$ cat src/rtl/core/chd_pkg.sv
// Shared types, fixed-point constants and the arctangent table of the compass heading block.
package chd_pkg;

  // Field widths
  localparam int MagW  = 16;
  localparam int DeclW = 16;
  localparam int HdgW  = 15;

  // CORDIC datapath: inputs scaled by 2^8, angles in Q30 radians
  localparam int InShift   = 8;
  localparam int XW        = 27;
  localparam int ZW        = 34;
  localparam int SW        = 35;
  localparam int HW        = 33;
  localparam int DeclShift = 17;
  localparam int ProdW     = 65;
  localparam int ScaledW   = 48;

  // Angle constants (Q30)
  localparam logic signed [ZW-1:0] AngPi   = 34'sd3373259426;
  localparam logic signed [ZW-1:0] AngHalf = 34'sd1686629713;
  localparam logic signed [SW-1:0] AngTwoS  = 35'sd6746518852;
  localparam logic signed [SW-1:0] AngFourS = 35'sd13493037704;
  localparam logic [HW-1:0]        AngTwo   = 33'd6746518852;
  localparam logic [63:0]          AngTwo64 = 64'd6746518852;

  // Declination limit (2^-13 rad units)
  localparam logic signed [DeclW-1:0] DeclMax = 16'sd25736;

  // Degree conversion: heading = floor((h * 23040 + pi) / (2 * pi))
  localparam logic [HdgW-1:0] HdgFull  = 15'd23040;
  localparam int              HdgShift = 49;
  localparam logic [63:0]     HdgNum   = 64'd23040 << HdgShift;
  localparam logic [31:0]     HdgRecip = 32'(HdgNum / AngTwo64);

  // One CORDIC transaction in flight
  typedef struct packed {
    logic                 valid;
    logic                 freeze;
    logic signed [XW-1:0] x;
    logic signed [XW-1:0] y;
    logic signed [ZW-1:0] z;
  } cord_t;

  // atan(2^-idx) in Q30, rounded to nearest
  function automatic logic signed [ZW-1:0] atan_q30(input logic [4:0] idx);
    logic signed [ZW-1:0] val;
    unique case (idx)
      5'd0: val = 34'sd843314857;
      5'd1: val = 34'sd497837829;
      5'd2: val = 34'sd263043837;
      5'd3: val = 34'sd133525159;
      5'd4: val = 34'sd67021687;
      5'd5: val = 34'sd33543516;
      5'd6: val = 34'sd16775851;
      5'd7: val = 34'sd8388437;
      5'd8: val = 34'sd4194283;
      5'd9: val = 34'sd2097149;
      default: begin
        if (idx == 5'd31) begin
          val = 34'sd1;
        end else begin
          val = 34'sd1 <<< (5'd30 - idx);
        end
      end
    endcase
    return val;
  endfunction

endpackage

$ cat src/rtl/core/chd_front.sv
// Entry stage: scale the sample, fold the left half plane, resolve exact axes.
module chd_front (
  input  logic                            clk,
  input  logic                            rst,
  input  logic                            en,
  input  logic                            in_valid,
  input  logic signed [chd_pkg::MagW-1:0] mag_x,
  input  logic signed [chd_pkg::MagW-1:0] mag_y,
  output chd_pkg::cord_t                  out_stage
);

  logic signed [chd_pkg::XW-1:0] xs;
  logic signed [chd_pkg::XW-1:0] ys;
  chd_pkg::cord_t                stage_next;

  assign xs = chd_pkg::XW'(mag_x) <<< chd_pkg::InShift;
  assign ys = chd_pkg::XW'(mag_y) <<< chd_pkg::InShift;

  // Pick the starting vector and angle
  always_comb begin
    stage_next.valid  = in_valid;
    stage_next.freeze = 1'b0;
    stage_next.x      = xs;
    stage_next.y      = ys;
    stage_next.z      = '0;
    priority if (mag_y == '0) begin
      stage_next.freeze = 1'b1;
      stage_next.z      = mag_x[chd_pkg::MagW-1] ? chd_pkg::AngPi : '0;
    end else if (mag_x == '0) begin
      stage_next.freeze = 1'b1;
      stage_next.z      = mag_y[chd_pkg::MagW-1] ? -chd_pkg::AngHalf : chd_pkg::AngHalf;
    end else if (mag_x[chd_pkg::MagW-1] && !mag_y[chd_pkg::MagW-1]) begin
      stage_next.x = ys;
      stage_next.y = -xs;
      stage_next.z = chd_pkg::AngHalf;
    end else if (mag_x[chd_pkg::MagW-1]) begin
      stage_next.x = -ys;
      stage_next.y = xs;
      stage_next.z = -chd_pkg::AngHalf;
    end else begin
      stage_next.z = '0;
    end
  end

  // Hold valid under reset, advance payload while enabled
  always_ff @(posedge clk) begin
    if (rst) begin
      out_stage.valid <= 1'b0;
    end else if (en) begin
      out_stage.valid <= stage_next.valid;
    end
    if (en) begin
      out_stage.freeze <= stage_next.freeze;
      out_stage.x      <= stage_next.x;
      out_stage.y      <= stage_next.y;
      out_stage.z      <= stage_next.z;
    end
  end

endmodule

$ cat config.mk
export PLATFORM = sky130hd
export DESIGN_NAME = chd_front
export DESIGN_NICKNAME = d
export VERILOG_FILES = /design/src/rtl/core/chd_pkg.sv /design/src/rtl/core/chd_front.sv
export SDC_FILE = /design/constraint.sdc
export NUM_CORES = 1
export LEC_CHECK = 0
export ABC_AREA = 1
export ABC_CLOCK_PERIOD_IN_PS = 2009
export BUFFER_PORTS_ARGS = -buffer_cell sky130_fd_sc_hd__buf_2
export CAP_MARGIN = 20
export CORE_UTILIZATION = 40
export CTS_BUF_LIST = sky130_fd_sc_hd__clkbuf_2
export DETAILED_ROUTE_END_ITERATION = 10
export HOLD_SLACK_MARGIN = 0.1
export PLACE_DENSITY_LB_ADDON = 0.3
export SYNTH_ARGS = -nofsm -noshare
export SYNTH_HDL_FRONTEND = slang
export SYNTH_SLANG_ARGS = --single-unit
$ cat constraint.sdc
create_clock -name clk -period 2.01 [get_ports clk]
set_clock_uncertainty 0.15 [all_clocks]
set_input_delay 0.402 -clock clk [delete_from_list [all_inputs] [get_ports clk]]
set_output_delay 0.402 -clock clk [all_outputs]
set_load 0.005 [all_outputs]
# [Yosys cells after proc, flatten, opt, wreduce, memory -nomap -nowiden]
# Index checks and enable logic that the tools add are counted.
[word_totals] ff_bits=90 inputBits=36 out_inout_bits=90 wordCells=26
[classes] n_addsub=2 muxes=10 bitwise_logic=1 reduce_logical=6
[op_table] operator="2-to-1 mux 54 bit" count=3
[op_table] operator="2-to-1 mux 34 bit" count=4
[op_table] operator="2-to-1 mux 88 bit" count=1
[op_table] operator="negator 24 -> 27 bit" count=2
[op_table] operator="logical NOT 16 bit" count=2
[op_table] operator="2-to-1 mux 32 bit" count=1
[op_table] operator="OR reduction 4 bit" count=1
[op_table] operator="OR reduction 2 bit" count=1
[op_table] operator="logical AND 1 bit" count=1
[op_table] operator="logical NOT 1 bit" count=1
[op_table] operator="2-to-1 mux 1 bit" count=1
[op_table] operator="NOT 1 bit" count=1

# [Longest topological paths before layout]
[depth] word_depth=5 depth_mapped=11 ltp_nobuf=11

# [Worst setup path before layout]
# No wires, ideal clock.
[synth_path] path_kind="input-to-reg" from="input port mag_y[0] (netlist bit)" to="register out_stage[46] (netlist bit), data pin" setup_ns=0.256 t_arrival_ns=1.389 required_time_ns=1.604 setup_slack_ns=0.214 path_stages=9 path_buffers=2 cell_sequence="inv_1 ha_1 nand2_2 nor2_4 nand3b_4 nand2_4 buf_12 buf_12 a21oi_1"
[synth_lines] item="start, declared" line_no="chd_front.sv:8" rtl="input logic signed [chd_pkg::MagW-1:0] mag_y,"
[synth_lines] item="end, declared" line_no="chd_front.sv:9" rtl="output chd_pkg::cord_t out_stage"

==> impl_metrics.tcl <==
set metrics [dict create \
    p_leak_uw 0.00191 \
    first_global_vias 2715 \
    clock_path_buffers 2 \
    reg2reg_slack_ns 0.69 \
    reg_top3 "out_stage: 45 flops" \
    peakVddDrop_uv 367 \
    dieWidth_um 91.1 \
    synth_area_um2 3180 \
    cp_max_fo 9 \
    postSynthCellCount 404 \
    ys_ff_latch 45 \
    critical_path_buf_inv_count 1 \
    antenna_found_initial 0 \
    first_pass_iters 4 \
    synth_edf_count 44 \
    worstSetupPathType "flip-flop to primary output" \
    ctsResizeCount 0 \
    rsz0062_at_grt "false" \
    finalCritPeriodShare_pct 82.8 \
    crit-reg2reg-capture "out_stage[89]$_SDFFE_PP0P_" \
    clock_sinks 45 \
    cp-end-kind "primary output" \
    rows 32 \
    cp_data_arrival_time_ns 1.11 \
    fin_crit_ns 1.67 \
    worstPathRequired_ns 1.46 \
    cp_top_family "flip-flops" \
    vias 2943 \
    whs_endpoint "out_stage[71]$_DFFE_PP_" \
    ios 126 \
    drive_gt1_share_pct 32.2 \
    start_util_pct 41.3 \
    crit_slowest_cell "edfxtp_1" \
    routedWlPerCell_um 13.8 \
    pre_cts_slack_ns -0.0621 \
    critical-path-max-stage-delay_ns 0.52 \
    fin_ws_ns 0.345 \
    wl_um 8490 \
    htreeDepth 2 \
    diodes 0 \
    clock-root-buffer "clkbuf_2" \
    ff2ff_path_depth 3 \
    fmax_mhz 601 \
    async_reset_ff_share_pct 0 \
    yosysSeqAreaShare_pct 42.2 \
    io_buffers 109 \
    power.density_nw_per_um2 599 \
    finalSetupViolCount 0 \
    status "completed" \
    cp-start-kind "flip-flop" \
    setup-tns-final_ns 0 \
    ys.warnings.count 0 \
    layout_common_cells "buf_2, nand2_1, nor2_1, inv_1, edfxtp_1" \
    grt_pass1_wl_um 13300 \
    r2r_start "out_stage[89]$_SDFFE_PP0P_" \
    largest_register_ffs 45 \
    syn_to_final_growth_pct 20.7 \
    core_um2 7690 \
    dp_hpwl_um 6630 \
    hold_viol 0 \
    via_per_inst 4.79 \
    ys_types 35 \
    first_iter_violations 134 \
    cts_tree "built" \
    ys.flop_type "edfxtp_1" \
    worstHoldStart "mag_x[2]" \
    path_cells "buf_2" \
    grt_use_total_pct 20.8 \
    worstSkewPairLatency_ns 0.42 \
    finalWeightedCongestion 0.902 \
    place_area_um2 3710 \
    fin_area_um2 3840 \
    maxCapViolCount 0 \
    ant_nets 0 \
    final_nets 549 \
    hp-class "input port to flip-flop" \
    whs_path_depth 3 \
    cts_buffers 5 \
    die_h_um 91.1 \
    avgSynthCellArea_um2 7.87 \
    top_register "out_stage" \
    slew_viol_final 0 \
    overflow 0 \
    grt_max_degree 33 \
    drc 0 \
    clk_pin_slew_worst_paths_ns 0.23 \
    layout_commonest_cell "buf_2" \
    die_area_um2 8310 \
]
-- what timing repair did --
item,CTS,global route
setup buffers,0,0
hold buffers,2,2
endpoints found under the hold margin,1,2
-- worst max-delay path by stage --
stage / from / to / slack [ns] / cells past startpoint
4_1_cts: out_stage[32]$_SDFFCE_PP0P_ / out_stage[3] / 0.32 / 1
3_5_place_dp: mag_y[0] / out_stage[84]$_DFFE_PP_ / -0.06 / 11
6_report: out_stage[32]$_SDFFCE_PP0P_ / out_stage[3] / 0.34 / 1
5_1_grt: mag_y[0] / out_stage[27]$_DFFE_PP_ / 0.23 / 11
3_3_place_gp: mag_y[0] / out_stage[27]$_DFFE_PP_ / -0.02 / 11
2_1_floorplan: mag_y[0] / out_stage[46]$_DFFE_PP_ / 0.21 / 9
-- routing by layer --
metal  global-route usage, %  vias up  wire length (um)
met4                    6.88        0               103
met2                    34.5      128              3970
met3                    2.68        9               564
met5                       0        -                 0
met1                    28.2     1339              3860
li1                        -     1467                 -
-- cell usage after synthesis (7+ instances only) --
master	n	area (um2)
buf_4	45	338
o22ai_1	8	50.1
o21ai_1	7	35.0
a21oi_1	17	85.1
o21ai_0	17	85.1
edfxtp_1	44	1320
nor2_1	55	206
nand2_1	75	282
inv_1	51	191
nand3_1	33	165
nand2_2	8	50.1
-- worst min-delay path: cells and delay by family --
family / cells / cell delay, ns
AO/OA/AOI/OAI: 1 / 0.04
buffers and inverters: 1 / 0.12
AND/OR/NAND/NOR: 1 / 0.06
-- cell families after synthesis --
family                   count (synthesis)  share of synthesized area, %
AND/OR/NAND/NOR                        182                          25.1
buffers and inverters                  109                          19.5
AO/OA/AOI/OAI                           58                          10.3
flip-flops                              45                          42.2
XOR/XNOR                                 6                          1.65
adder cells (fa/ha/maj)                  2                         0.787
other                                    1                         0.118
multiplexers                             1                         0.315
-- area by class of cell --
type,instances,area [um2]
Clock buffer,5,25.0
Clock inverter,3,65.1
Fill cell,797,3850
Inverter,54,203
Multi-Input combinational cell,265,1270
Sequential cell,45,1340
Tap cell,102,128
Timing Repair Buffer,140,801
-- report_power, final --
part | internal (uW) | switching [uW] | leakage [uW] | total (uW)
clock | 332 | 314 | 0.0000529 | 647
combinational | 212 | 287 | 0.00142 | 499
sequential | 1130 | 25.1 | 0.000436 | 1150
-- stage by stage --
step                      util, %  hold slack, ns  std cells  power [uW]
final                        49.9           0.131        614        2300
after global placement       48.2           0.319        602        1660
after CTS                    49.6           0.112        612        2300
after global routing         49.9           0.118        614        2400
after detailed placement     48.2           0.330        602        1670
after floorplan                 -           0.324        419        1490
Note: power is estimated with default switching activity, not from simulation.
