--- config.mk ---
export PLATFORM = sky130hd
export DESIGN_NAME = chd_cell
export DESIGN_NICKNAME = d
export VERILOG_FILES = /design/src/rtl/core/chd_pkg.sv /design/src/rtl/core/chd_cell.sv
export SDC_FILE = /design/constraint.sdc
export NUM_CORES = 1
export LEC_CHECK = 0
export ABC_AREA = 1
export BUFFER_PORTS_ARGS = -buffer_cell sky130_fd_sc_hd__buf_2
export CAP_MARGIN = 20
export CORE_MARGIN = 8
export CORE_UTILIZATION = 55
export DETAILED_ROUTE_END_ITERATION = 10
export PLACE_DENSITY = 0.78
export SETUP_SLACK_MARGIN = 0.15
export SLEW_MARGIN = 30
export SYNTH_ARGS = -nofsm -noshare
export SYNTH_HDL_FRONTEND = slang
export SYNTH_SLANG_ARGS = --single-unit
--- constraint.sdc ---
create_clock -name clk -period 7.3 [get_ports clk]
set_input_delay 0 -clock clk [delete_from_list [all_inputs] [get_ports clk]]
set_output_delay 0 -clock clk [all_outputs]
set_load 0.01 [all_outputs]
--- src/rtl/core/chd_pkg.sv ---
// Shared types, fixed-point constants and the arctangent table of the compass heading block.
package chd_pkg;

  // Field widths
  localparam int MagW  = 16;
  localparam int DeclW = 16;
  localparam int HdgW  = 15;

  // CORDIC datapath: inputs scaled by 2^8, angles in Q30 radians
  localparam int InShift   = 8;
  localparam int XW        = 27;
  localparam int ZW        = 34;
  localparam int SW        = 35;
  localparam int HW        = 33;
  localparam int DeclShift = 17;
  localparam int ProdW     = 65;
  localparam int ScaledW   = 48;

  // Angle constants (Q30)
  localparam logic signed [ZW-1:0] AngPi   = 34'sd3373259426;
  localparam logic signed [ZW-1:0] AngHalf = 34'sd1686629713;
  localparam logic signed [SW-1:0] AngTwoS  = 35'sd6746518852;
  localparam logic signed [SW-1:0] AngFourS = 35'sd13493037704;
  localparam logic [HW-1:0]        AngTwo   = 33'd6746518852;
  localparam logic [63:0]          AngTwo64 = 64'd6746518852;

  // Declination limit (2^-13 rad units)
  localparam logic signed [DeclW-1:0] DeclMax = 16'sd25736;

  // Degree conversion: heading = floor((h * 23040 + pi) / (2 * pi))
  localparam logic [HdgW-1:0] HdgFull  = 15'd23040;
  localparam int              HdgShift = 49;
  localparam logic [63:0]     HdgNum   = 64'd23040 << HdgShift;
  localparam logic [31:0]     HdgRecip = 32'(HdgNum / AngTwo64);

  // One CORDIC transaction in flight
  typedef struct packed {
    logic                 valid;
    logic                 freeze;
    logic signed [XW-1:0] x;
    logic signed [XW-1:0] y;
    logic signed [ZW-1:0] z;
  } cord_t;

  // atan(2^-idx) in Q30, rounded to nearest
  function automatic logic signed [ZW-1:0] atan_q30(input logic [4:0] idx);
    logic signed [ZW-1:0] val;
    unique case (idx)
      5'd0: val = 34'sd843314857;
      5'd1: val = 34'sd497837829;
      5'd2: val = 34'sd263043837;
      5'd3: val = 34'sd133525159;
      5'd4: val = 34'sd67021687;
      5'd5: val = 34'sd33543516;
      5'd6: val = 34'sd16775851;
      5'd7: val = 34'sd8388437;
      5'd8: val = 34'sd4194283;
      5'd9: val = 34'sd2097149;
      default: begin
        if (idx == 5'd31) begin
          val = 34'sd1;
        end else begin
          val = 34'sd1 <<< (5'd30 - idx);
        end
      end
    endcase
    return val;
  endfunction

endpackage

--- src/rtl/core/chd_cell.sv ---
// One vectoring CORDIC iteration with its own register.
module chd_cell #(
  parameter int unsigned STAGE = 0
) (
  input  logic           clk,
  input  logic           rst,
  input  logic           en,
  input  chd_pkg::cord_t in_stage,
  output chd_pkg::cord_t out_stage
);

  localparam logic signed [chd_pkg::ZW-1:0] Angle = chd_pkg::atan_q30(5'(STAGE));

  logic signed [chd_pkg::XW-1:0] xq;
  logic signed [chd_pkg::XW-1:0] yq;
  logic signed [chd_pkg::XW-1:0] dx;
  logic signed [chd_pkg::XW-1:0] dy;
  logic signed [chd_pkg::ZW-1:0] zq;
  logic                          rot_neg;
  logic signed [chd_pkg::XW-1:0] x_next;
  logic signed [chd_pkg::XW-1:0] y_next;
  logic signed [chd_pkg::ZW-1:0] z_next;

  assign xq = in_stage.x;
  assign yq = in_stage.y;
  assign zq = in_stage.z;
  assign dx = yq >>> STAGE;
  assign dy = xq >>> STAGE;
  assign rot_neg = !yq[chd_pkg::XW-1] && (yq != '0);

  // Rotate toward the x axis, or pass a resolved angle through
  always_comb begin
    x_next = xq;
    y_next = yq;
    z_next = zq;
    if (!in_stage.freeze) begin
      if (rot_neg) begin
        x_next = xq + dx;
        y_next = yq - dy;
        z_next = zq + Angle;
      end else begin
        x_next = xq - dx;
        y_next = yq + dy;
        z_next = zq - Angle;
      end
    end
  end

  // Hold valid under reset, advance payload while enabled
  always_ff @(posedge clk) begin
    if (rst) begin
      out_stage.valid <= 1'b0;
    end else if (en) begin
      out_stage.valid <= in_stage.valid;
    end
    if (en) begin
      out_stage.freeze <= in_stage.freeze;
      out_stage.x      <= x_next;
      out_stage.y      <= y_next;
      out_stage.z      <= z_next;
    end
  end

endmodule

## Word level (Yosys, flattened, before mapping)

Index checks and enable logic that the tools add are counted.

| storage, ports and cells | value |
|---|---|
| word-level logic and storage cells | 19 |
| output and inout port bits | 90 |
| input port bits | 93 |
| flip-flop bits (word level) | 90 |

| cells by class | value |
|---|---|
| muxes and demuxes | 6 |
| add/sub/neg operators | 5 |
| reduce and logical (&&, ||, !) cells | 3 |

Operators by type and width:

| kind | number |
|---|---|
| two-way mux 27 bit | 4 |
| two-way mux 34 bit | 2 |
| subtractor 27 bit | 2 |
| adder 34 x 31 -> 34 bit, second input constant | 1 |
| subtractor 34 x 31 -> 34 bit, second input constant | 1 |
| adder 27 bit | 1 |
| nonzero test 27 bit | 1 |
| logical AND 1 bit | 1 |
| logical NOT 1 bit | 1 |

## Depth between registers and ports, before layout

| depth | value |
|---|---|
| depth in word-level cells | 4 |
| gate-level depth with buffers | 20 |
| mapped depth without buffers | 18 |

## Worst setup path before layout

Ideal clock, no wire load.

| timing | value |
|---|---|
| kind | input to register |
| from | in in_stage[34] in the netlist's numbering |
| to | reg out_stage[12] in the netlist's numbering, data pin |
| data required time | 7046 ps |
| setup time | 254 ps |
| buffers on the path | 2 |
| slack | 4718 ps |
| cell stages on the path | 16 |
| data arrival time | 2328 ps |
| cells stage by stage | inv_1 -> nand4_1 -> nor3_1 -> nand2_1 -> nand2_2 -> inv_2 -> buf_6 -> buf_2 -> ha_1 -> a21oi_1 -> o21ai_2 -> a21oi_1 -> o21ai_2 -> or2_2 -> nand3_1 -> nand2_1 |

| between the ends | value |
|---|---|
| cells in the longest elaborated chain, start to end | 4 |

Ends and longest elaborated chain:

| what | line | source |
|---|---|---|
| start, declared | chd_cell.sv:8 | `input chd_pkg::cord_t in_stage,` |
| nonzero test 27 bit | chd_cell.sv:29 | `assign rot_neg = !yq[chd_pkg::XW-1] && (yq != '0);` |
| logical AND 1 bit | chd_cell.sv:29 |  |
| two-way mux 34 bit | chd_cell.sv:37 | `if (rot_neg) begin` |
| two-way mux 34 bit | chd_cell.sv:36 | `if (!in_stage.freeze) begin` |
| net z_next, one bit | chd_cell.sv:22 | `logic signed [chd_pkg::ZW-1:0] z_next;` |
| end, declared | chd_cell.sv:9 | `output chd_pkg::cord_t out_stage` |

The timed path passes the listed nets, and every way through them passes these cells.
A chain may end at the register's enable or synchronous reset.

## Final worst setup path

| timing | value |
|---|---|
| from | in in_stage[50] in the netlist's numbering |
| to | reg out_stage[19] in the netlist's numbering, data pin |

The elaborated chain is that of the path after synthesis.

==> flow_metrics.env <==
export IMPL_synth_edff_count=89
export IMPL_cts_made_buffers=9
export IMPL_cts_max_level=3
export IMPL_final_cells=2301
export IMPL_antenna_left=0
export IMPL_syn_nets=2033
export IMPL_async_reset_ff_share_pct=0
export IMPL_placeableCoreArea_sq_mm=0.0210
export IMPL_drt_iter0_markers=1334
export IMPL_slew_headroom_pct=44.1
export IMPL_grt_pass1_wl_um=67100
export IMPL_grt_start_max_net_pins=68
export IMPL_io_buffer_count=182
export IMPL_mostFrequentLayoutCells="607 x nand2_1, 224 x inv_1, 181 x buf_2"
export IMPL_synthCells=1826
export IMPL_gr_usage_all_layers_pct=32.5
export IMPL_wl_um=43700
export IMPL_crit_chain="dlygate4sd3_1 -> buf_2 -> inv_1 -> nand4_1 -> nor3_1 -> nand2_1 -> nand2_2 -> buf_4 -> ha_1 -> a21oi_1 -> a21oi_1 -> o21ai_0 -> nand3_1 -> or2_2 -> nand3_1 -> nand2_1"
export IMPL_clk_pin_slew_ns=0.08
export IMPL_die_area_sq_mm=0.0263
export IMPL_worstSetupEndpointType="flop"
export IMPL_fin_crit_sh_pct=52.1
export IMPL_crit_fanout=67
export IMPL_grt_overflow=0
export IMPL_grt_pass1_vias=12636
export IMPL_drc=0
export IMPL_vias_per_cell=5.67
export IMPL_critPathLaunchType="input pin"
export IMPL_clock_latency_ns=0.36
export IMPL_irDropWorstVdd_mv=0.111
export IMPL_synth_compound_area_share_pct=14.4
export IMPL_synth_cell_types=52
export IMPL_synth_top_family_by_area="simple AND/OR/NAND/NOR gates"
export IMPL_wl_per_cell_um=19.0
export IMPL_netlist_area_sq_mm=0.0118
export IMPL_avgSynthCellArea_sq_um=6.44
export IMPL_layout_min_cycle_time_ns=3.80
export IMPL_crit_type="in2reg"
export IMPL_r2r_slack_ns=6.15
export IMPL_hpwl_um=34900
export IMPL_synth_simple_area_share_pct=36.4
export IMPL_critPathArrivalTime_ns=3.93
export IMPL_largest_reg_flops=90
export IMPL_violations="hold timing"
export IMPL_min_path_type="in2reg"
export IMPL_synthToLayoutAreaGrowth_pct=14.7
export IMPL_holdWs_ns=-0.00275
export IMPL_start_util_pct=55.9
export IMPL_yosys_area_share_xor_xnor_pct=2.91
export IMPL_power_density_mw_per_mm2=160
export IMPL_muxShareOfSynthArea_pct=0.0852
export IMPL_tightest_slew_ns=0.839
export IMPL_cts_tree="yes"
export IMPL_layout_drive_gt1_share_pct=14.1
export IMPL_first_pass_iters=6
export IMPL_final_common_cell="nand2_1"
export IMPL_top_level_ports=183
export IMPL_antenna_found_initial=1
export IMPL_hold_violations=2
export IMPL_gp_congestion=1.02
export IMPL_ys_flop_type="edfxtp_1"
export IMPL_cts_sinks=90
export IMPL_tns_ns=0
export IMPL_clock_path_buffers=2
export IMPL_dp_cells=2236
export IMPL_status="complete, but fails checks"
export IMPL_yosys_warnings=0
export IMPL_dieHeight_um=162
export IMPL_vias=13037
export IMPL_finalMaxSlewViolations=0
export IMPL_ys_seq_area_share_pct=22.9
export IMPL_fin_nets=2227
export IMPL_post_synth_fa_ha_maj_area_fraction_pct=12.4
export IMPL_cp_slowest_cell="buf_4"
export IMPL_finalSetupViolCount=0
export IMPL_max_cap_viol_count=0
export IMPL_finClkSkew_ns=0
export IMPL_fmax_mhz=263
export IMPL_regMostFlops="out_stage"
export IMPL_num_rows=53
export IMPL_top_regs="out_stage: 90 flops"
export IMPL_max_stage_delay_ns=0.66
export IMPL_synth_ff_latch_count=90
export IMPL_root_buffer="clkbuf_16"
export IMPL_crit_required_ns=7.42
export IMPL_p_leak_uw=0.00691
export IMPL_cts_repair_resized=0
export IMPL_rsz0062_at_grt="no"
export IMPL_die_w_um=162
-- final timing paths --
| kind | from | endpoint | cells after the start |
|---|---|---|---|
| setup / recovery | in_stage[50] | out_stage[19] | 16 |
| hold / removal | in_stage[76] | out_stage[76] | 3 |
| setup reg to reg | out_stage[89] | out_stage[89] | 3 |
| hold reg to reg | out_stage[89] | out_stage[89] | 3 |
-- power by group --
group	internal, uW	leakage [uW]	total (uW)	switching (uW)
registers	644	0.000877	663	19.0
logic	318	0.00587	955	637
clock network	304	0.000157	533	230
-- stage by stage --
step / setup slack (ns) / hold slack, ns / util [%] / power [uW] / instance area [sq um]
2_1_floorplan: 4.72 / 0.0724 / - / 1290 / 11800
3_3_place_gp: 3.57 / 0.159 / 60.2 / 1570 / 12700
3_5_place_dp: 3.56 / 0.161 / 60.3 / 1580 / 12700
4_1_cts: 3.63 / 0.000397 / 64.1 / 2130 / 13500
5_1_grt: 3.31 / 0.00168 / 64.1 / 2270 / 13500
6_report: 3.50 / -0.00275 / 64.1 / 2150 / 13500
-- worst max-delay path: cells and delay by family --
kind / cells / cell delay (ns)
AO/OA/AOI/OAI: 3 / 0.78
AND/OR/NAND/NOR: 8 / 1.26
adder cells (fa/ha/maj): 1 / 0.42
buffers and inverters: 4 / 1.46
-- per-layer routing --
metal	track usage (%)	up-vias	part of all wire, %
li1	-	6358	-
met1	38.9	5883	39
met2	56.0	684	47
met3	6.58	112	9.3
met4	12.9	0	4.1
met5	0	-	0
-- logic make-up (layout without fill, tap and decap cells) --
logic type               count (synthesis)  after routing
AND/OR/NAND/NOR                        997            997
adder cells (fa/ha/maj)                114            114
flip-flops                              90             90
XOR/XNOR                                39             39
buffers and inverters                  290            489
multiplexers                             1              1
other                                    0              1
AO/OA/AOI/OAI                          295            295
-- Yosys cell counts (14+ instances only) --
library cell / instances / share of area, %
nand4_1: 36 / 1.9
nor2_1: 127 / 4.1
buf_2: 15 / 0.64
buf_6: 22 / 2.1
nand3_1: 149 / 6.3
a21oi_1: 132 / 5.6
nand2_2: 14 / 0.75
o21ai_0: 82 / 3.5
xor2_1: 34 / 2.5
edfxtp_1: 89 / 23
inv_1: 224 / 7.2
ha_1: 110 / 12
o21bai_1: 16 / 1.0
o21ai_1: 17 / 0.72
nand2_1: 607 / 19
-- final cells by class --
type                       count  area [sq um]
multi-input combinational   1446          7780
clock buffer                   9           225
sequential                    90          2690
fill                        1988          7540
clock inverter                 7          98.8
antenna                        1          2.50
tap                          275           344
timing repair buffer         236          1450
inverter                     237           890
-- what timing repair did --
action / in CTS / in global routing
endpoints found under the hold margin: 47 / 0
setup buffers: 0 / 0
hold buffers: 48 / 0
No activity file was read; power rests on OpenSTA's default activity.
