$ cat src/rtl/core/chd_pkg.sv
// Shared types, fixed-point constants and the arctangent table of the compass heading block.
package chd_pkg;

  // Field widths
  localparam int MagW  = 16;
  localparam int DeclW = 16;
  localparam int HdgW  = 15;

  // CORDIC datapath: inputs scaled by 2^8, angles in Q30 radians
  localparam int InShift   = 8;
  localparam int XW        = 27;
  localparam int ZW        = 34;
  localparam int SW        = 35;
  localparam int HW        = 33;
  localparam int DeclShift = 17;
  localparam int ProdW     = 65;
  localparam int ScaledW   = 48;

  // Angle constants (Q30)
  localparam logic signed [ZW-1:0] AngPi   = 34'sd3373259426;
  localparam logic signed [ZW-1:0] AngHalf = 34'sd1686629713;
  localparam logic signed [SW-1:0] AngTwoS  = 35'sd6746518852;
  localparam logic signed [SW-1:0] AngFourS = 35'sd13493037704;
  localparam logic [HW-1:0]        AngTwo   = 33'd6746518852;
  localparam logic [63:0]          AngTwo64 = 64'd6746518852;

  // Declination limit (2^-13 rad units)
  localparam logic signed [DeclW-1:0] DeclMax = 16'sd25736;

  // Degree conversion: heading = floor((h * 23040 + pi) / (2 * pi))
  localparam logic [HdgW-1:0] HdgFull  = 15'd23040;
  localparam int              HdgShift = 49;
  localparam logic [63:0]     HdgNum   = 64'd23040 << HdgShift;
  localparam logic [31:0]     HdgRecip = 32'(HdgNum / AngTwo64);

  // One CORDIC transaction in flight
  typedef struct packed {
    logic                 valid;
    logic                 freeze;
    logic signed [XW-1:0] x;
    logic signed [XW-1:0] y;
    logic signed [ZW-1:0] z;
  } cord_t;

  // atan(2^-idx) in Q30, rounded to nearest
  function automatic logic signed [ZW-1:0] atan_q30(input logic [4:0] idx);
    logic signed [ZW-1:0] val;
    unique case (idx)
      5'd0: val = 34'sd843314857;
      5'd1: val = 34'sd497837829;
      5'd2: val = 34'sd263043837;
      5'd3: val = 34'sd133525159;
      5'd4: val = 34'sd67021687;
      5'd5: val = 34'sd33543516;
      5'd6: val = 34'sd16775851;
      5'd7: val = 34'sd8388437;
      5'd8: val = 34'sd4194283;
      5'd9: val = 34'sd2097149;
      default: begin
        if (idx == 5'd31) begin
          val = 34'sd1;
        end else begin
          val = 34'sd1 <<< (5'd30 - idx);
        end
      end
    endcase
    return val;
  endfunction

endpackage

$ cat src/rtl/core/chd_back.sv
// Back end: add declination, wrap into one turn, convert radians to 1/64 degree.
module chd_back (
  input  logic                             clk,
  input  logic                             rst,
  input  logic                             en,
  input  chd_pkg::cord_t                   in_stage,
  input  logic signed [chd_pkg::DeclW-1:0] declination,
  output logic                             res_valid,
  output logic [chd_pkg::HdgW-1:0]         res_heading
);

  logic [4:0] vld;

  logic signed [chd_pkg::SW-1:0]      sum1;
  logic signed [chd_pkg::SW-1:0]      sum1_next;
  logic signed [chd_pkg::SW-1:0]      wrap2;
  logic signed [chd_pkg::SW-1:0]      wrap2_next;
  logic [chd_pkg::HW-1:0]             ang3;
  logic [chd_pkg::HW-1:0]             ang3_next;
  logic [chd_pkg::ProdW-1:0]          prod4_full;
  logic [chd_pkg::HdgW-1:0]           est4;
  logic [chd_pkg::ScaledW-1:0]        scaled4;
  logic [chd_pkg::HdgW-1:0]           est5;
  logic [chd_pkg::ScaledW-1:0]        scaled5;
  logic [chd_pkg::ScaledW-1:0]        back5;
  logic signed [chd_pkg::SW-1:0]      ang3_sub;

  // Declination to Q30 and add
  assign sum1_next = chd_pkg::SW'(in_stage.z)
                   + (chd_pkg::SW'(declination) <<< chd_pkg::DeclShift);

  // Lift a negative angle by one turn
  assign wrap2_next = sum1[chd_pkg::SW-1] ? sum1 + chd_pkg::AngTwoS : sum1;

  // Drop one turn above 2*pi, then clamp to [0, 2*pi]
  assign ang3_sub = wrap2 - chd_pkg::AngTwoS;
  always_comb begin
    priority if (wrap2[chd_pkg::SW-1]) begin
      ang3_next = '0;
    end else if (wrap2 > chd_pkg::AngFourS) begin
      ang3_next = chd_pkg::AngTwo;
    end else if (wrap2 > chd_pkg::AngTwoS) begin
      ang3_next = ang3_sub[chd_pkg::HW-1:0];
    end else begin
      ang3_next = wrap2[chd_pkg::HW-1:0];
    end
  end

  // Quotient estimate by reciprocal, never above the rounded result
  assign prod4_full = chd_pkg::ProdW'(ang3) * chd_pkg::ProdW'(chd_pkg::HdgRecip);

  // Round up where the remainder reaches half a turn unit
  always_comb begin
    if ({1'b0, scaled5} >= ({1'b0, back5} + (chd_pkg::ScaledW + 1)'(chd_pkg::AngPi))) begin
      res_heading = est5 + chd_pkg::HdgW'(1);
    end else begin
      res_heading = est5;
    end
  end

  assign res_valid = vld[4];

  always_ff @(posedge clk) begin
    if (rst) begin
      vld <= '0;
    end else if (en) begin
      vld <= {vld[3:0], in_stage.valid};
    end
  end

  // Advance the datapath
  always_ff @(posedge clk) begin
    if (en) begin
      sum1    <= sum1_next;
      wrap2   <= wrap2_next;
      ang3    <= ang3_next;
      est4    <= prod4_full[chd_pkg::HdgShift +: chd_pkg::HdgW];
      scaled4 <= chd_pkg::ScaledW'(ang3) * chd_pkg::ScaledW'(chd_pkg::HdgFull);
      est5    <= est4;
      scaled5 <= scaled4;
      back5   <= chd_pkg::ScaledW'(est4) * chd_pkg::ScaledW'(chd_pkg::AngTwo);
    end
  end

endmodule

$ cat config.mk
export PLATFORM = sky130hd
export DESIGN_NAME = chd_back
export DESIGN_NICKNAME = d
export VERILOG_FILES = /design/src/rtl/core/chd_pkg.sv /design/src/rtl/core/chd_back.sv
export SDC_FILE = /design/constraint.sdc
export NUM_CORES = 2
export LEC_CHECK = 0
export BUFFER_PORTS_ARGS = -buffer_cell sky130_fd_sc_hd__buf_2
export CAP_MARGIN = 5
export CORE_UTILIZATION = 49
export CTS_CLUSTER_SIZE = 20
export DETAILED_ROUTE_END_ITERATION = 10
export PLACE_DENSITY_LB_ADDON = 0.3
export SYNTH_ARGS = -nofsm -noshare
export SYNTH_HDL_FRONTEND = slang
export SYNTH_SLANG_ARGS = --single-unit
$ cat constraint.sdc
create_clock -name clk -period 17.05 [get_ports clk]
set_input_delay 0.8525 -clock clk [delete_from_list [all_inputs] [get_ports clk]]
set_output_delay 0.8525 -clock clk [all_outputs]
set_load 0.01 [all_outputs]
# After elaboration in Yosys (flattened, before gate mapping)
# Cells that the tools add are included.
dict set report totals {
  out_inout_bits 16
  inputBits 109
  regBits 262
}
dict set report classes {
  add_sub_neg 5
  reduce_logical 1
  n_mux 4
  multipliers 3
  magnitude_cmp 3
}
# cell count
set ops {}
lappend ops {{$mux W33} 2}
lappend ops {{$mul A33 B31 Y64 const B} 1}
lappend ops {{$add A48 B32 Y49 const B} 1}
lappend ops {{$ge A48 B49 Y1} 1}
lappend ops {{$mul A15 B31 Y46 const B} 1}
lappend ops {{$mul A33 B6 Y39 const B} 1}
lappend ops {{$add A34 B33 Y35} 1}
lappend ops {{$add A35 B34 Y35 const B} 1}
lappend ops {{$gt A35 B34 Y1 const B} 1}
lappend ops {{$gt A35 B35 Y1 const B} 1}
lappend ops {{$mux W34} 1}
lappend ops {{$sub A33 B32 Y33 const B} 1}
lappend ops {{$add A15 B1 Y15 const B} 1}
lappend ops {{$mux W15} 1}
lappend ops {{$reduce_or A2 Y1} 1}

# Depth between registers and ports, before layout
dict set report logic_depth {
  ltp_word 3
  mapped_depth 25
}

# Least setup slack after synthesis
# OpenSTA, ideal clock, no wires.
dict set report synth_timing {
  kind {flip-flop to flip-flop}
  startpoint {register ang3[5] (netlist bit)}
  endpoint {register est4[8] (netlist bit), data pin}
  setup_slack_ns 9.885
  synth_period_minus_slack_ns 7.165
  t_required_ns 16.785
  setup_time_ns 0.265
  path_buffers 0
  stages_incl_launch_ff 26
  t_arrival_ns 6.900
  path_cell_list {edfxtp_1 > fa_1 > inv_1 > fa_1 > inv_1 > fa_1 > inv_1 > fa_1 > inv_1 > fa_1 > fa_1 > fa_1 > inv_1 > fa_1 > inv_1 > ha_1 > nand2_1 > nor2_1 > nand3_1 > nor2_1 > nand3_1 > a311o_1 > a21boi_0 > o22ai_1 > o21ai_0 > xor2_1}
}
dict set report synth_between {
  elab_chain_len 1
}
# element line_no
set synth_lines {}
lappend synth_lines {{start: declaration} chd_back.sv:18} ;# logic [chd_pkg::HW-1:0] ang3;
lappend synth_lines {{start signal: assignment} chd_back.sv:76} ;# ang3 <= ang3_next;
lappend synth_lines {{$mul A33 B31 Y64} chd_back.sv:50} ;# assign prod4_full = chd_pkg::ProdW'(ang3) * chd_pkg::ProdW'(chd_pkg::HdgRecip);
lappend synth_lines {{via prod4_full, one bit} chd_back.sv:20} ;# logic [chd_pkg::ProdW-1:0] prod4_full;
lappend synth_lines {{end signal: assignment} chd_back.sv:77} ;# est4 <= prod4_full[chd_pkg::HdgShift +: chd_pkg::HdgW];
lappend synth_lines {{end: declaration} chd_back.sv:21} ;# logic [chd_pkg::HdgW-1:0] est4;
# The timed path passes the listed nets, and every way through them passes these cells.
# A chain may end at the register's enable or synchronous reset.

# Worst setup path after layout
dict set report layout_timing {
  startpoint {register ang3[16] (netlist bit)}
  endpoint {register est4[8] (netlist bit), data pin}
}
# Same word-level chain as after synthesis.

==> flow_summary.rst <==
.. list-table::
   :header-rows: 1

   * - Metric
     - Value
   * - Run status
     - finished, final reports clean
   * - Post-route fraction of the period consumed by the critical path
     - 0.494
   * - Drt total wl
     - about 80 mm
   * - Setup slack at placement
     - 8.62 ns
   * - Crit-path leading delay family
     - adder cells
   * - Complex-gate fraction of the synthesized area
     - 0.0753
   * - Tightest slew margin relative to the limit
     - 0.273
   * - Synth Area in Adders
     - 0.522
   * - Number of synthesized flops with an enable pin
     - 253
   * - Aggregate negative setup slack
     - 0 ns
   * - Diode insertion count for antenna repair
     - 0
   * - Clock-pin slew reported for the worst setup and hold paths after clock tree synthesis
     - about 0.06 ns
   * - Final HPWL DP
     - 69.2 mm
   * - Syn avg cell area
     - 10.6 um^2
   * - Fillers
     - 6,862
   * - Drt pass-1 iters
     - 5
   * - Initial standard-cell utilization of the core
     - 0.497
   * - Maximum number of pins on one net before global-route repair
     - 151
   * - Die X
     - 283 um
   * - Number of levels the H-tree was split into
     - 1
   * - Count of nets left with antenna violations after detail routing
     - 0
   * - Clock skew
     - 0.0191 ns
   * - Count of unique library cells instantiated by Yosys
     - 69
   * - Most common library cell in the layout ignoring fill and taps
     - sky130_fd_sc_hd__inv_1
   * - Final net count
     - 5,097
   * - Slew of the pin with the lowest slew margin
     - 1.09 ns
   * - Post-synthesis cell area
     - 0.0386 mm^2
   * - Warning count from the yosys run
     - 0
   * - Post-synthesis xor/xnor area fraction
     - 0.0461
   * - I/O pin count
     - 125
   * - Area overhead of the layout relative to synthesis
     - 6.94%
   * - Via count of the first global-routing pass
     - 26,700
   * - Worst-skew pair later-pin latency
     - roughly 0.6 ns
   * - Max-slew violation total from the final report
     - 0
   * - Mux share of post-synthesis cell area
     - 0.00214
   * - Area share of and/or/nand/nor cells after synthesis
     - 0.0615
   * - Async set or reset register ratio after synthesis
     - 0
   * - DR iter-0 viols
     - 1,271
   * - Crit path required time
     - 17.39 ns
   * - Commonest non-fill, non-tap cells in the layout
     - 939 x sky130_fd_sc_hd__inv_1, 698 x sky130_fd_sc_hd__ha_1, 570 x sky130_fd_sc_hd__fa_1
   * - Slowest library cell on the worst path
     - sky130_fd_sc_hd__edfxtp_1
   * - Final instance area
     - 0.0413 mm^2
   * - Hold-fix buffers at CTS
     - 0
   * - Global placement routability congestion
     - 0.925
   * - Number of vias per cell
     - 5.20
   * - Maximum clock insertion buffer count
     - 3
   * - Critical Path End Type
     - flip-flop
   * - Maximum cell stage delay along the critical path
     - 0.85 ns
   * - First-pass GRT wire length
     - 136 mm
   * - Total overflow reported by the global router
     - 0
   * - Clk sinks
     - 258
   * - Placed standard-cell area
     - between 0.04 and 0.05 mm^2
   * - Number of design rule violations left after detail routing
     - 0
   * - Main synth FF type
     - sky130_fd_sc_hd__edfxtp_1
   * - Ordered list of cells on the worst path
     - inv_1, fa_1, inv_1, fa_1, fa_1, inv_1, fa_1, fa_1, fa_1, inv_1, ha_1, ha_1, ha_1, and3_1, and3_1, nand2_1, nor2_1, nand3_1, a311o_1, a21boi_0, o22ai_1, o21ai_0, xor2_1
   * - Fraction of layout cells with a size suffix above 1
     - 0.0406
   * - Endpoints failing hold
     - 0
   * - Setup repair after global routing missed its margin
     - false
   * - Element type at the critical path start
     - flip-flop
   * - Buffers on Ports
     - 69
   * - Max Clock Freq
     - around 120 MHz
   * - Post-cts repair resize count
     - 0
   * - Class of the tightest hold or removal check
     - flip-flop to flip-flop
   * - Max-cap violations
     - 0
   * - Clock buffer count from CTS
     - 31
   * - Full die area
     - 0.0799 mm^2
   * - Count of buffer and inverter cells on the critical path
     - 4
   * - Average detailed-routed wire length per instance
     - 17.1 um
   * - Post-synthesis instance total
     - 3,626
   * - Placeable core region
     - 0.0777 mm^2
   * - CTS Root Cell
     - sky130_fd_sc_hd__clkbuf_16
   * - Y dimension of the die
     - between 200 and 300 um
   * - Number of failing setup endpoints in the final timing report
     - 0
   * - Minimum clock period
     - ~8.4 ns
   * - Crit path arrival time
     - 8.77 ns
   * - Post CTS Setup Buffer Count
     - 0
   * - Post-route setup slack
     - 8.63 ns
   * - Number of vias after detailed routing
     - between 20,000 and 25,000
   * - Clock tree from TritonCTS
     - yes
   * - Crit path kind
     - flip-flop to flip-flop
   * - Sequential element share of the synthesized area
     - 0.199
   * - Syn Nets
     - 5,003
   * - Num rows
     - 102
   * - Number of antenna violations at the first check in global routing
     - 0
   * - Yosys reg bits
     - 258
   * - Largest family of logic cells by synthesized area
     - adder cells
   * - Crit path max fanout
     - 9
   * - Most frequent CP cell
     - sky130_fd_sc_hd__fa_1
   * - Aggregate global-route resource usage
     - 0.218
registers in the layout, indices dropped and copies added, names as in the netlist:
signal	cells
back5	42
scaled4	39
scaled5	39
sum1	35
wrap2	35
ang3	33
est4	15
est5	15
vld	5
kinds of logic after synthesis:
logic type,count (synthesis)
flops,258
compound gates,449
fa+ha+maj,1268
buf+inv,961
simple gates,479
xor+xnor,203
mux,8
metal layers:
| metal | wire [um] | global-route usage |
|---|---|---|
| met3 | 4890 | 0.0371 |
| met2 | 40100 | 0.381 |
| met5 | 0 | 0 |
| met1 | 34700 | 0.280 |
| met4 | 2300 | 0.0563 |
per-stage QoR:
step | cells | hold WS [ns] | util
floorplan | 3626 | 0.400 | -
global placement | 4727 | 0.401 | 0.518
detailed placement | 4727 | 0.405 | 0.518
CTS | 4785 | 0.414 | 0.531
global route | 4785 | 0.419 | 0.531
finish | 4785 | 0.414 | 0.531
area by class of cell:
type                            count  area (um^2)  share of cell area
Tap cell                         1040         1300              0.0315
Multi-Input combinational cell   2407        27300               0.661
Sequential cell                   258         7700               0.186
Clock inverter                     22          199             0.00482
Timing Repair Buffer               83          473              0.0115
Inverter                          939         3520              0.0854
Clock buffer                       36          795              0.0192
path summary, 6_finish.rpt:
kind | start | to | slack [ns] | cells past startpoint
worst max-delay path | ang3[16] | est4[8] | 8.63 | 23
worst min-delay path | scaled4[40] | scaled5[40] | 0.41 | 0
worst max register to register | ang3[16] | est4[8] | 8.63 | 23
worst min register to register | scaled4[40] | scaled5[40] | 0.41 | 0
cell usage after synthesis (20+ instances only):
master | instances | area (um^2)
sky130_fd_sc_hd__nand3_1 | 45 | 225
sky130_fd_sc_hd__xor2_1 | 61 | 534
sky130_fd_sc_hd__inv_1 | 939 | 3520
sky130_fd_sc_hd__a21o_1 | 76 | 571
sky130_fd_sc_hd__nand2_1 | 102 | 383
sky130_fd_sc_hd__xnor2_1 | 142 | 1240
sky130_fd_sc_hd__nand4_1 | 40 | 250
sky130_fd_sc_hd__ha_1 | 698 | 8730
sky130_fd_sc_hd__fa_1 | 570 | 11400
sky130_fd_sc_hd__nor3_1 | 32 | 160
sky130_fd_sc_hd__nor2_1 | 137 | 514
sky130_fd_sc_hd__clkbuf_1 | 20 | 75.1
sky130_fd_sc_hd__nand2b_1 | 24 | 150
sky130_fd_sc_hd__edfxtp_1 | 253 | 7600
sky130_fd_sc_hd__o21ai_0 | 82 | 410
sky130_fd_sc_hd__a21oi_1 | 148 | 741
Power is not shown: default switching activity piles up to over one toggle a cycle in this logic, so the estimate is an artifact.
